==> src/rtl/core/dghc_pkg.sv <==
// ----------------------------------------------------------------------------
// dghc_pkg
// shared types and constants for the datagram header check and gap detector
// ----------------------------------------------------------------------------
package dghc_pkg;

	localparam int unsigned MAX_PAYLOAD_BYTES_DEF  = 1436;
	localparam int unsigned MAX_DATAGRAM_BYTES_DEF = 1500;

	localparam int unsigned POS_W = 11;

	localparam logic [POS_W-1:0] HDR_BYTES = 11'd24;
	localparam logic [POS_W-1:0] POS_MAX   = 11'd2047;

	// header byte offsets
	localparam logic [POS_W-1:0] OFS_VERSION = 11'd4;
	localparam logic [POS_W-1:0] OFS_TYPE    = 11'd5;
	localparam logic [POS_W-1:0] OFS_FLAGS   = 11'd6;
	localparam logic [POS_W-1:0] OFS_STREAM  = 11'd8;
	localparam logic [POS_W-1:0] OFS_SEQ     = 11'd12;
	localparam logic [POS_W-1:0] OFS_LEN     = 11'd20;

	localparam logic [31:0] MAGIC_VALUE   = 32'h5155_4331;
	localparam logic [7:0]  VERSION_VALUE = 8'd1;
	localparam logic [7:0]  TYPE_DATA     = 8'd4;
	localparam logic [7:0]  TYPE_PING     = 8'd7;
	localparam logic [7:0]  TYPE_CRYPT_LO = 8'd4;
	localparam logic [7:0]  TYPE_CRYPT_HI = 8'd8;

	localparam int unsigned TDATA_W = 264;

	typedef enum logic [1:0] {
		ST_OK      = 2'd0,
		ST_SHORT   = 2'd1,
		ST_BAD_HDR = 2'd2,
		ST_BAD_LEN = 2'd3
	} status_t;

	typedef struct packed {
		logic        is_verdict;
		logic [7:0]  payload_byte;
		status_t     status;
		logic [7:0]  packet_type;
		logic [7:0]  header_flags;
		logic [31:0] stream_ident;
		logic [63:0] sequence_number;
		logic [10:0] payload_length;
		logic        gap_found;
		logic [63:0] gap_first;
		logic [63:0] gap_last;
		logic        pong_request;
	} result_t;

	// results offered by the parser for the item in the input register
	typedef struct packed {
		logic valid;
		logic pay;
		logic ver;
	} req_t;

endpackage

==> src/rtl/core/dghc_parse.sv <==
// ----------------------------------------------------------------------------
// dghc_parse
// header parse state, payload decryption and datagram verdict
// ----------------------------------------------------------------------------
module dghc_parse
	import dghc_pkg::*;
#(
	parameter int unsigned MAX_PAYLOAD_BYTES  = MAX_PAYLOAD_BYTES_DEF,
	parameter int unsigned MAX_DATAGRAM_BYTES = MAX_DATAGRAM_BYTES_DEF
) (
	input  logic       clk,
	input  logic       arst_n,
	input  logic       valid_s1,
	input  logic [7:0] byte_s1,
	input  logic       last_s1,
	input  logic [7:0] key,
	input  logic       consume,
	output req_t       req,
	output result_t    pay_res,
	output result_t    ver_res
);

	logic [POS_W-1:0] pos_q;
	logic [31:0]      magic_q;
	logic [7:0]       version_q;
	logic [7:0]       type_q;
	logic [7:0]       flags_q;
	logic [31:0]      stream_q;
	logic [63:0]      seq_q;
	logic [31:0]      length_q;
	logic [63:0]      next_seq_q;

	logic [POS_W-1:0] pos_nx;
	logic [31:0]      magic_nx;
	logic [7:0]       version_nx;
	logic [7:0]       type_nx;
	logic [7:0]       flags_nx;
	logic [31:0]      stream_nx;
	logic [63:0]      seq_nx;
	logic [31:0]      length_nx;
	logic             in_range;
	logic             is_hdr;
	logic             crypt;
	status_t          status;
	logic             data_ok;

	assign in_range = {5'd0, pos_q} < 16'(MAX_DATAGRAM_BYTES);
	assign is_hdr   = pos_q < HDR_BYTES;
	assign crypt    = (type_q >= TYPE_CRYPT_LO) && (type_q <= TYPE_CRYPT_HI);

	always_comb begin
		magic_nx   = magic_q;
		version_nx = version_q;
		type_nx    = type_q;
		flags_nx   = flags_q;
		stream_nx  = stream_q;
		seq_nx     = seq_q;
		length_nx  = length_q;
		pos_nx     = pos_q;
		if (in_range) begin
			pos_nx = (pos_q == POS_MAX) ? POS_MAX : pos_q + 11'd1;
			if (is_hdr) begin
				priority if (pos_q < OFS_VERSION) begin
					magic_nx = {magic_q[23:0], byte_s1};
				end else if (pos_q == OFS_VERSION) begin
					version_nx = byte_s1;
				end else if (pos_q == OFS_TYPE) begin
					type_nx = byte_s1;
				end else if (pos_q == OFS_FLAGS) begin
					flags_nx = byte_s1;
				end else if (pos_q < OFS_STREAM) begin
					// reserved byte
				end else if (pos_q < OFS_SEQ) begin
					stream_nx = {stream_q[23:0], byte_s1};
				end else if (pos_q < OFS_LEN) begin
					seq_nx = {seq_q[55:0], byte_s1};
				end else begin
					length_nx = {length_q[23:0], byte_s1};
				end
			end
		end
	end

	always_comb begin
		if (pos_nx < HDR_BYTES) begin
			status = ST_SHORT;
		end else if (magic_nx != MAGIC_VALUE || version_nx != VERSION_VALUE) begin
			status = ST_BAD_HDR;
		end else if (length_nx != {21'd0, pos_nx - HDR_BYTES}
				|| length_nx > 32'(MAX_PAYLOAD_BYTES)) begin
			status = ST_BAD_LEN;
		end else begin
			status = ST_OK;
		end
	end

	assign data_ok = (status == ST_OK) && (type_nx == TYPE_DATA);

	always_comb begin
		pay_res = '0;
		pay_res.payload_byte = byte_s1 ^ (crypt ? key : 8'd0);

		ver_res = '0;
		ver_res.is_verdict = 1'b1;
		ver_res.status     = status;
		if (status == ST_OK) begin
			ver_res.packet_type     = type_nx;
			ver_res.header_flags    = flags_nx;
			ver_res.stream_ident    = stream_nx;
			ver_res.sequence_number = seq_nx;
			ver_res.payload_length  = length_nx[10:0];
			ver_res.pong_request    = (type_nx == TYPE_PING);
			if (type_nx == TYPE_DATA && seq_nx > next_seq_q) begin
				ver_res.gap_found = 1'b1;
				ver_res.gap_first = next_seq_q;
				ver_res.gap_last  = seq_nx - 64'd1;
			end
		end
	end

	assign req.valid = valid_s1;
	assign req.pay   = in_range && !is_hdr;
	assign req.ver   = last_s1;

	always_ff @(posedge clk or negedge arst_n) begin
		if (!arst_n) begin
			pos_q      <= '0;
			magic_q    <= '0;
			version_q  <= '0;
			type_q     <= '0;
			flags_q    <= '0;
			stream_q   <= '0;
			seq_q      <= '0;
			length_q   <= '0;
			next_seq_q <= 64'd1;
		end else if (consume) begin
			if (last_s1) begin
				pos_q     <= '0;
				magic_q   <= '0;
				version_q <= '0;
				type_q    <= '0;
				flags_q   <= '0;
				stream_q  <= '0;
				seq_q     <= '0;
				length_q  <= '0;
				if (data_ok) begin
					next_seq_q <= seq_nx + 64'd1;
				end
			end else begin
				pos_q     <= pos_nx;
				magic_q   <= magic_nx;
				version_q <= version_nx;
				type_q    <= type_nx;
				flags_q   <= flags_nx;
				stream_q  <= stream_nx;
				seq_q     <= seq_nx;
				length_q  <= length_nx;
			end
		end
	end

endmodule

==> src/rtl/core/dghc_outq.sv <==
// ----------------------------------------------------------------------------
// dghc_outq
// two-entry result register queue, takes up to two results per cycle
// ----------------------------------------------------------------------------
module dghc_outq
	import dghc_pkg::*;
(
	input  logic    clk,
	input  logic    arst_n,
	input  req_t    req,
	input  result_t pay_res,
	input  result_t ver_res,
	input  logic    out_ready,
	output logic    consume,
	output logic    out_valid,
	output result_t head
);

	result_t    ent_q [2];
	result_t    ent_nx [2];
	logic [1:0] cnt_q;
	logic [1:0] cnt_nx;
	logic [1:0] free;
	logic [1:0] need;
	logic [1:0] idx;
	logic       pop;

	assign out_valid = cnt_q != 2'd0;
	assign head      = ent_q[0];
	assign pop       = out_valid && out_ready;
	assign free      = 2'd2 - cnt_q + {1'b0, pop};
	assign need      = {1'b0, req.pay} + {1'b0, req.ver};
	assign consume   = req.valid && (need <= free);

	always_comb begin
		ent_nx[0] = ent_q[0];
		ent_nx[1] = ent_q[1];
		if (pop) begin
			ent_nx[0] = ent_q[1];
		end
		idx = cnt_q - {1'b0, pop};
		if (consume && req.pay) begin
			ent_nx[idx[0]] = pay_res;
			idx = idx + 2'd1;
		end
		if (consume && req.ver) begin
			ent_nx[idx[0]] = ver_res;
			idx = idx + 2'd1;
		end
		cnt_nx = idx;
	end

	always_ff @(posedge clk or negedge arst_n) begin
		if (!arst_n) begin
			cnt_q <= '0;
		end else begin
			cnt_q <= cnt_nx;
		end
	end

	always_ff @(posedge clk) begin
		ent_q[0] <= ent_nx[0];
		ent_q[1] <= ent_nx[1];
	end

endmodule

==> src/rtl/core/datagram_header_check_gap_detect_top.sv <==
// input register: an accepted byte is held there until the result queue takes its first result item
// throughput: one byte per cycle with no input stall while the output is ready;
//   the two items of a final payload byte fit in the two-entry result queue
// reset: asynchronous; parse state clears, next expected sequence is one,
//   cipher key is zero
// ----------------------------------------------------------------------------
// datagram_header_check_gap_detect_top
// byte-stream datagram header check, payload decryption and sequence gap report
// ----------------------------------------------------------------------------
module datagram_header_check_gap_detect_top
	import dghc_pkg::*;
#(
	parameter int unsigned MAX_PAYLOAD_BYTES  = MAX_PAYLOAD_BYTES_DEF,
	parameter int unsigned MAX_DATAGRAM_BYTES = MAX_DATAGRAM_BYTES_DEF
) (
	input  logic               clk,
	input  logic               arst_n,
	input  logic               cfg_valid,
	output logic               cfg_ready,
	input  logic [7:0]         cfg_data,
	input  logic               s_axis_tvalid,
	output logic               s_axis_tready,
	input  logic [7:0]         s_axis_tdata,  // rx_byte
	input  logic               s_axis_tlast,  // end_of_datagram
	output logic               m_axis_tvalid,
	input  logic               m_axis_tready,
	// payload_byte, status, packet_type, header_flags, stream_ident,
	// sequence_number, payload_length, gap_found, gap_first, gap_last,
	// pong_request, zero pad
	output logic [TDATA_W-1:0] m_axis_tdata,
	output logic               m_axis_tlast   // is_verdict
);

	logic [7:0] key_q;
	logic       valid_s1;
	logic [7:0] byte_s1;
	logic       last_s1;
	logic       consume;
	req_t       req;
	result_t    pay_res;
	result_t    ver_res;
	result_t    head;

	assign cfg_ready     = 1'b1;
	assign s_axis_tready = !valid_s1 || consume;

	always_ff @(posedge clk or negedge arst_n) begin
		if (!arst_n) begin
			key_q    <= '0;
			valid_s1 <= 1'b0;
		end else begin
			if (cfg_valid) begin
				key_q <= cfg_data;
			end
			if (s_axis_tready) begin
				valid_s1 <= s_axis_tvalid;
			end
		end
	end

	always_ff @(posedge clk) begin
		if (s_axis_tvalid && s_axis_tready) begin
			byte_s1 <= s_axis_tdata;
			last_s1 <= s_axis_tlast;
		end
	end

	dghc_parse #(
		.MAX_PAYLOAD_BYTES  (MAX_PAYLOAD_BYTES),
		.MAX_DATAGRAM_BYTES (MAX_DATAGRAM_BYTES)
	) u_parse (
		.clk      (clk),
		.arst_n   (arst_n),
		.valid_s1 (valid_s1),
		.byte_s1  (byte_s1),
		.last_s1  (last_s1),
		.key      (key_q),
		.consume  (consume),
		.req      (req),
		.pay_res  (pay_res),
		.ver_res  (ver_res)
	);

	dghc_outq u_outq (
		.clk       (clk),
		.arst_n    (arst_n),
		.req       (req),
		.pay_res   (pay_res),
		.ver_res   (ver_res),
		.out_ready (m_axis_tready),
		.consume   (consume),
		.out_valid (m_axis_tvalid),
		.head      (head)
	);

	assign m_axis_tlast = head.is_verdict;
	assign m_axis_tdata = {1'b0, head.pong_request, head.gap_last, head.gap_first,
		head.gap_found, head.payload_length, head.sequence_number,
		head.stream_ident, head.header_flags, head.packet_type, head.status,
		head.payload_byte};

`ifndef SYNTH
	a_in_to_s1: assert property (@(posedge clk) disable iff (!arst_n)
		s_axis_tvalid && s_axis_tready |=> valid_s1)
		else $error("accepted item not held in input register");

	a_bad_no_flags: assert property (@(posedge clk) disable iff (!arst_n)
		m_axis_tvalid && head.is_verdict && head.status != ST_OK
		|-> !head.gap_found && !head.pong_request)
		else $error("failed verdict carries gap or pong");

	a_gap_order: assert property (@(posedge clk) disable iff (!arst_n)
		m_axis_tvalid && head.gap_found |-> head.gap_first <= head.gap_last)
		else $error("gap range reversed");

	a_payload_clean: assert property (@(posedge clk) disable iff (!arst_n)
		m_axis_tvalid && !head.is_verdict
		|-> head.status == ST_OK && !head.gap_found && !head.pong_request)
		else $error("payload item carries verdict fields");
`endif

endmodule

==> config.mk <==
export PLATFORM = sky130hd
export DESIGN_NAME = datagram_header_check_gap_detect_top
export DESIGN_NICKNAME = d
export VERILOG_FILES = /design/src/rtl/core/dghc_pkg.sv /design/src/rtl/core/dghc_parse.sv /design/src/rtl/core/dghc_outq.sv /design/src/rtl/core/datagram_header_check_gap_detect_top.sv
export SDC_FILE = /design/constraint.sdc
export NUM_CORES = 2
export LEC_CHECK = 0
export ABC_AREA = 1
export BUFFER_PORTS_ARGS = -buffer_cell sky130_fd_sc_hd__buf_2
export CORE_MARGIN = 2
export CORE_UTILIZATION = 46
export DETAILED_ROUTE_END_ITERATION = 6
export MAX_ROUTING_LAYER = met4
export PLACE_DENSITY_LB_ADDON = 0.15
export SYNTH_ARGS = -nofsm -noshare
export SYNTH_HDL_FRONTEND = slang
export SYNTH_SLANG_ARGS = --single-unit
==> constraint.sdc <==
create_clock -name clk -period 11.63 [get_ports clk]
set_input_delay 2.9075 -clock clk [delete_from_list [all_inputs] [get_ports clk]]
set_output_delay 2.9075 -clock clk [all_outputs]
set_load 0.005 [all_outputs]
==> summary.txt <==
Drt
  • Drt total wl: 148,000 um
  • Routed wire length per instance: 20.0 um
  • Antenna violation net count after detailed routing: 0
  • Detailed-router iteration count before antenna repair: 6
  • Number of design rule violations left after detail routing: 0
  • First-iteration detailed-routing DRC count: 3,799
  • Via count: 39,500
  • Vias per cell: 5.36

Layout
  • Total non-filler cell area in the finished layout: 46,400 um2
  • Nets@finish: 6,140
  • Filler cell count: 9,502
  • Count of antenna diodes in the layout: 0
  • Synth-to-layout area growth: 7.55%
  • Proportion of layout cells with a drive suffix above 1: 9.98%
  • Final Core Density: 49.8%

Logic synthesis
  • Part of the Yosys area used for sequential elements: 40.8%
  • Synth async-reset ratio: 33.5%
  • Number of distinct library cells after synthesis: 57
  • Synthesized area per cell: 6.99 um2
  • Synth cell count leaders: sky130_fd_sc_hd__nand2_1, sky130_fd_sc_hd__nor2_1, sky130_fd_sc_hd__inv_1, sky130_fd_sc_hd__dfxtp_1, sky130_fd_sc_hd__o21ai_0
  • Cell with the most instances after synthesis: sky130_fd_sc_hd__nand2_1
  • Number of nets produced by synthesis: 6,276
  • Ys Warns: 0
  • Area of the mapped netlist: 43,200 um2
  • Cell taking the most area after synthesis: sky130_fd_sc_hd__dfxtp_1
  • Fraction of synthesized cell area taken by the top area cell type: 24.5%
  • Total of flip-flops plus latches after synthesis: 807
  • Dominant cells by area after synthesis: sky130_fd_sc_hd__dfxtp_1, sky130_fd_sc_hd__dfrtp_1, sky130_fd_sc_hd__nand2_1
  • Dominant register cell in the synthesized netlist: sky130_fd_sc_hd__dfxtp_1
  • Number of instances in the synthesized netlist: 6,179
  • Number of enable flip-flop cells after synthesis: 9

Critical path
  • Crit-path most repeated cell: sky130_fd_sc_hd__nand2_1
  • Endpoint kind of the worst setup timing path: register
  • CP Depth: 20
  • Category of the critical setup timing path: input pin to register
  • CP Data Required Time: 12.21 ns
  • Cell family with the largest share of critical-path delay: buffers and inverters
  • Arrival time reported for the critical path endpoint: 9.19 ns
  • Delay of the slowest critical-path stage: 0.71 ns
  • Buffer and inverter count on the worst path: 8
  • Critical-path cell list: buf_2 -> nand2_4 -> inv_8 -> ha_1 -> inv_1 -> ha_1 -> nand2_1 -> nand2_1 -> nand2_1 -> buf_4 -> inv_4 -> nand2_1 -> nor2_1 -> inv_2 -> nand2_1 -> nor2_4 -> nor2_4 -> clkinv_2 -> buf_4 -> o21ai_0
  • Kind of start point of the critical path: input pin
  • Worst reg2reg path depth: 18
  • Library cell contributing the largest single delay on the critical path: sky130_fd_sc_hd__nor2_1
  • Highest net fanout along the worst path: 107

Placed design
  • DP Worst Slack: 2.44 ns
  • Placed cell area: 43,500 um2
  • Routability Congestion: 1.04
  • Half-perimeter wire length after detailed placement: 101,000 um
  • PortBufs: 287

Hold path
  • Number of instances on the worst hold path: 2
  • Min-Delay Path Class: register to register

STA
  • Actual transition at the worst max-transition pin: 1.30 ns
  • Final worst-path setup slack: 3.02 ns
  • Post-layout min period: 8.61 ns
  • Final-report setup violation count: 0
  • TNS Setup: 0 ns
  • Headroom to the max-slew limit: 12.7%
  • RSZ-0062 raised after global routing: false
  • Max frequency: 116 MHz
  • Setup Skew: 0.0410 ns
  • Final Hold Viols: 0
  • Count of final max-slew check failures: 0
  • Final cycle utilization of the critical path: 74.0%

Clock network
  • CTS sink cnt: 807
  • Number of buffers on the longest clock path: 3
  • Register clock-pin slew on the reported worst setup and hold paths: 0.06 ns
  • Root Buffer Master: sky130_fd_sc_hd__clkbuf_16
  • CTS tree: yes
  • Worst skew pair latency: 0.70 ns
  • Count of instances resized after the clock tree is built: 0
  • Number of buffers added by the clock tree synthesis step: 91
  • Number of setup buffers added after CTS: 0
  • Htree depth: 3
  • # hold bufs at CTS: 0

Job
  • Number of max-cap violations: 0

Die
  • Top-level I/O count: 290
  • CORE AREA: 93,200 um2
  • Height of the chip: 310 um
  • Row count: 112
  • Starting density of the core: 46.3%
  • Die Footprint: 96,300 um2
  • Width of the chip: 310 um

Global routing
  • First-pass GRT wire length: 224,000 um
  • Number of antenna violations at the first check in global routing: 2
  • Remaining Overflow, GRT: 0
  • Number of global-route vias before repair: 36,600
  • Maximum number of pins on one net before global-route repair: 218
  • Global-route usage over all layers: 31.0%

Status
  • Result of the run: complete, no violations
worst register-to-register path: stages, from the launching register on:
cell and delay [ns]:
sky130_fd_sc_hd__dfrtp_1 0.32, sky130_fd_sc_hd__buf_4 0.39, sky130_fd_sc_hd__nand2_1 0.32, sky130_fd_sc_hd__nand2_2 0.62, sky130_fd_sc_hd__nand2_4 0.57, sky130_fd_sc_hd__o21ai_1 1.14, sky130_fd_sc_hd__inv_1 0.49, sky130_fd_sc_hd__ha_1 0.45
sky130_fd_sc_hd__nand2_1 0.07, sky130_fd_sc_hd__nor3_1 0.27, sky130_fd_sc_hd__nand2_1 0.19, sky130_fd_sc_hd__nor4_1 1.02, sky130_fd_sc_hd__nand2_1 0.11, sky130_fd_sc_hd__nand2_1 0.12, sky130_fd_sc_hd__nand3b_1 0.17, sky130_fd_sc_hd__nor2_4 0.70
sky130_fd_sc_hd__buf_12 0.53, sky130_fd_sc_hd__nand3_1 0.46, sky130_fd_sc_hd__nand2_1 0.12
cell families (layout without fill, tap and decap cells):
| group | after synthesis | after routing | synth area share, % |
|---|---|---|---|
| other cells | 2 | 2 | 0.0174 |
| xor+xnor | 112 | 112 | 2.27 |
| simple gates | 3088 | 3088 | 30.2 |
| fa+ha+maj | 75 | 75 | 2.17 |
| mux | 4 | 4 | 0.101 |
| flops | 807 | 807 | 40.8 |
| compound gates | 837 | 837 | 10.8 |
| buf+inv | 1254 | 1196 | 13.7 |
worst paths after layout:
check,start,to,slack (ns)
setup / recovery,m_axis_tready,u_outq.ent_q[0][441]$_DFF_P_,3.02
hold / removal,u_outq.ent_q[0][268]$_DFF_P_,u_outq.ent_q[0][268]$_DFF_P_,0.45
setup reg to reg,u_parse.pos_q[2]$_DFFE_PN0P_,u_outq.ent_q[0][36]$_DFF_P_,3.50
hold reg to reg,u_outq.ent_q[0][268]$_DFF_P_,u_outq.ent_q[0][268]$_DFF_P_,0.45
max in group asynchronous,arst_n,u_parse.next_seq_q[37]$_DFFE_PN0P_,7.15
min in group asynchronous,arst_n,u_parse.length_q[26]$_DFFE_PN0P_,2.26
flip-flops by register name, indices dropped and copies added (netlist names), 11 cells and up:
register / count
u_parse.seq_q: 64
u_parse.length_q: 32
u_parse.next_seq_q: 64
u_parse.magic_q: 32
u_parse.pos_q: 11
u_parse.stream_q: 32
u_outq.ent_q: 528
metal layers:
metal,wire length (um),vias up,track usage (%)
met1,64900,18700,41.0
met2,68700,1231,48.6
met3,8560,248,3.87
li1,-,19300,-
met4,5560,0,11.6
met5,0,-,-
layout make-up:
type / instances / area [um2] / area share (%)
clock buffer: 126 / 2590 / 5.58
clock inverter: 45 / 394 / 0.849
inverter: 665 / 2510 / 5.40
multi-input combinational: 4118 / 19700 / 42.5
sequential: 807 / 17600 / 37.9
tap: 1254 / 1570 / 3.38
timing repair buffer: 360 / 2060 / 4.43
layout by cell type (no fill, tap or decap), types with 8 or more instances in the layout:
cell                           n
sky130_fd_sc_hd__nand2_1    1599
sky130_fd_sc_hd__nor2_1      700
sky130_fd_sc_hd__inv_1       625
sky130_fd_sc_hd__dfxtp_1     528
sky130_fd_sc_hd__o21ai_0     496
sky130_fd_sc_hd__nand3_1     454
sky130_fd_sc_hd__buf_2       286
sky130_fd_sc_hd__dfrtp_1     269
sky130_fd_sc_hd__o22ai_1     159
sky130_fd_sc_hd__or3_1       130
sky130_fd_sc_hd__xor2_1      110
sky130_fd_sc_hd__nand4_1     108
sky130_fd_sc_hd__clkbuf_16    93
sky130_fd_sc_hd__ha_1         75
sky130_fd_sc_hd__buf_4        68
sky130_fd_sc_hd__o21ai_1      54
sky130_fd_sc_hd__o21a_1       39
sky130_fd_sc_hd__a21oi_1      31
sky130_fd_sc_hd__inv_2        30
sky130_fd_sc_hd__nor3_1       28
sky130_fd_sc_hd__clkinv_2     26
sky130_fd_sc_hd__o21ai_2      24
sky130_fd_sc_hd__clkbuf_1     19
sky130_fd_sc_hd__clkbuf_8     14
sky130_fd_sc_hd__nor4_1       10
sky130_fd_sc_hd__and2_1        9
sky130_fd_sc_hd__a22o_1        9
sky130_fd_sc_hd__edfxtp_1      9
sky130_fd_sc_hd__nand2_2       8
metrics by stage:
step,instances,hold WS [ns]
3_3_place_gp,7204,0.438
5_1_grt,7375,0.461
6_report,7375,0.451
3_5_place_dp,7204,0.439
2_1_floorplan,6179,0.425
4_1_cts,7375,0.453
Power is not shown: default switching activity piles up to over one toggle a cycle in this logic, so the estimate is an artifact.
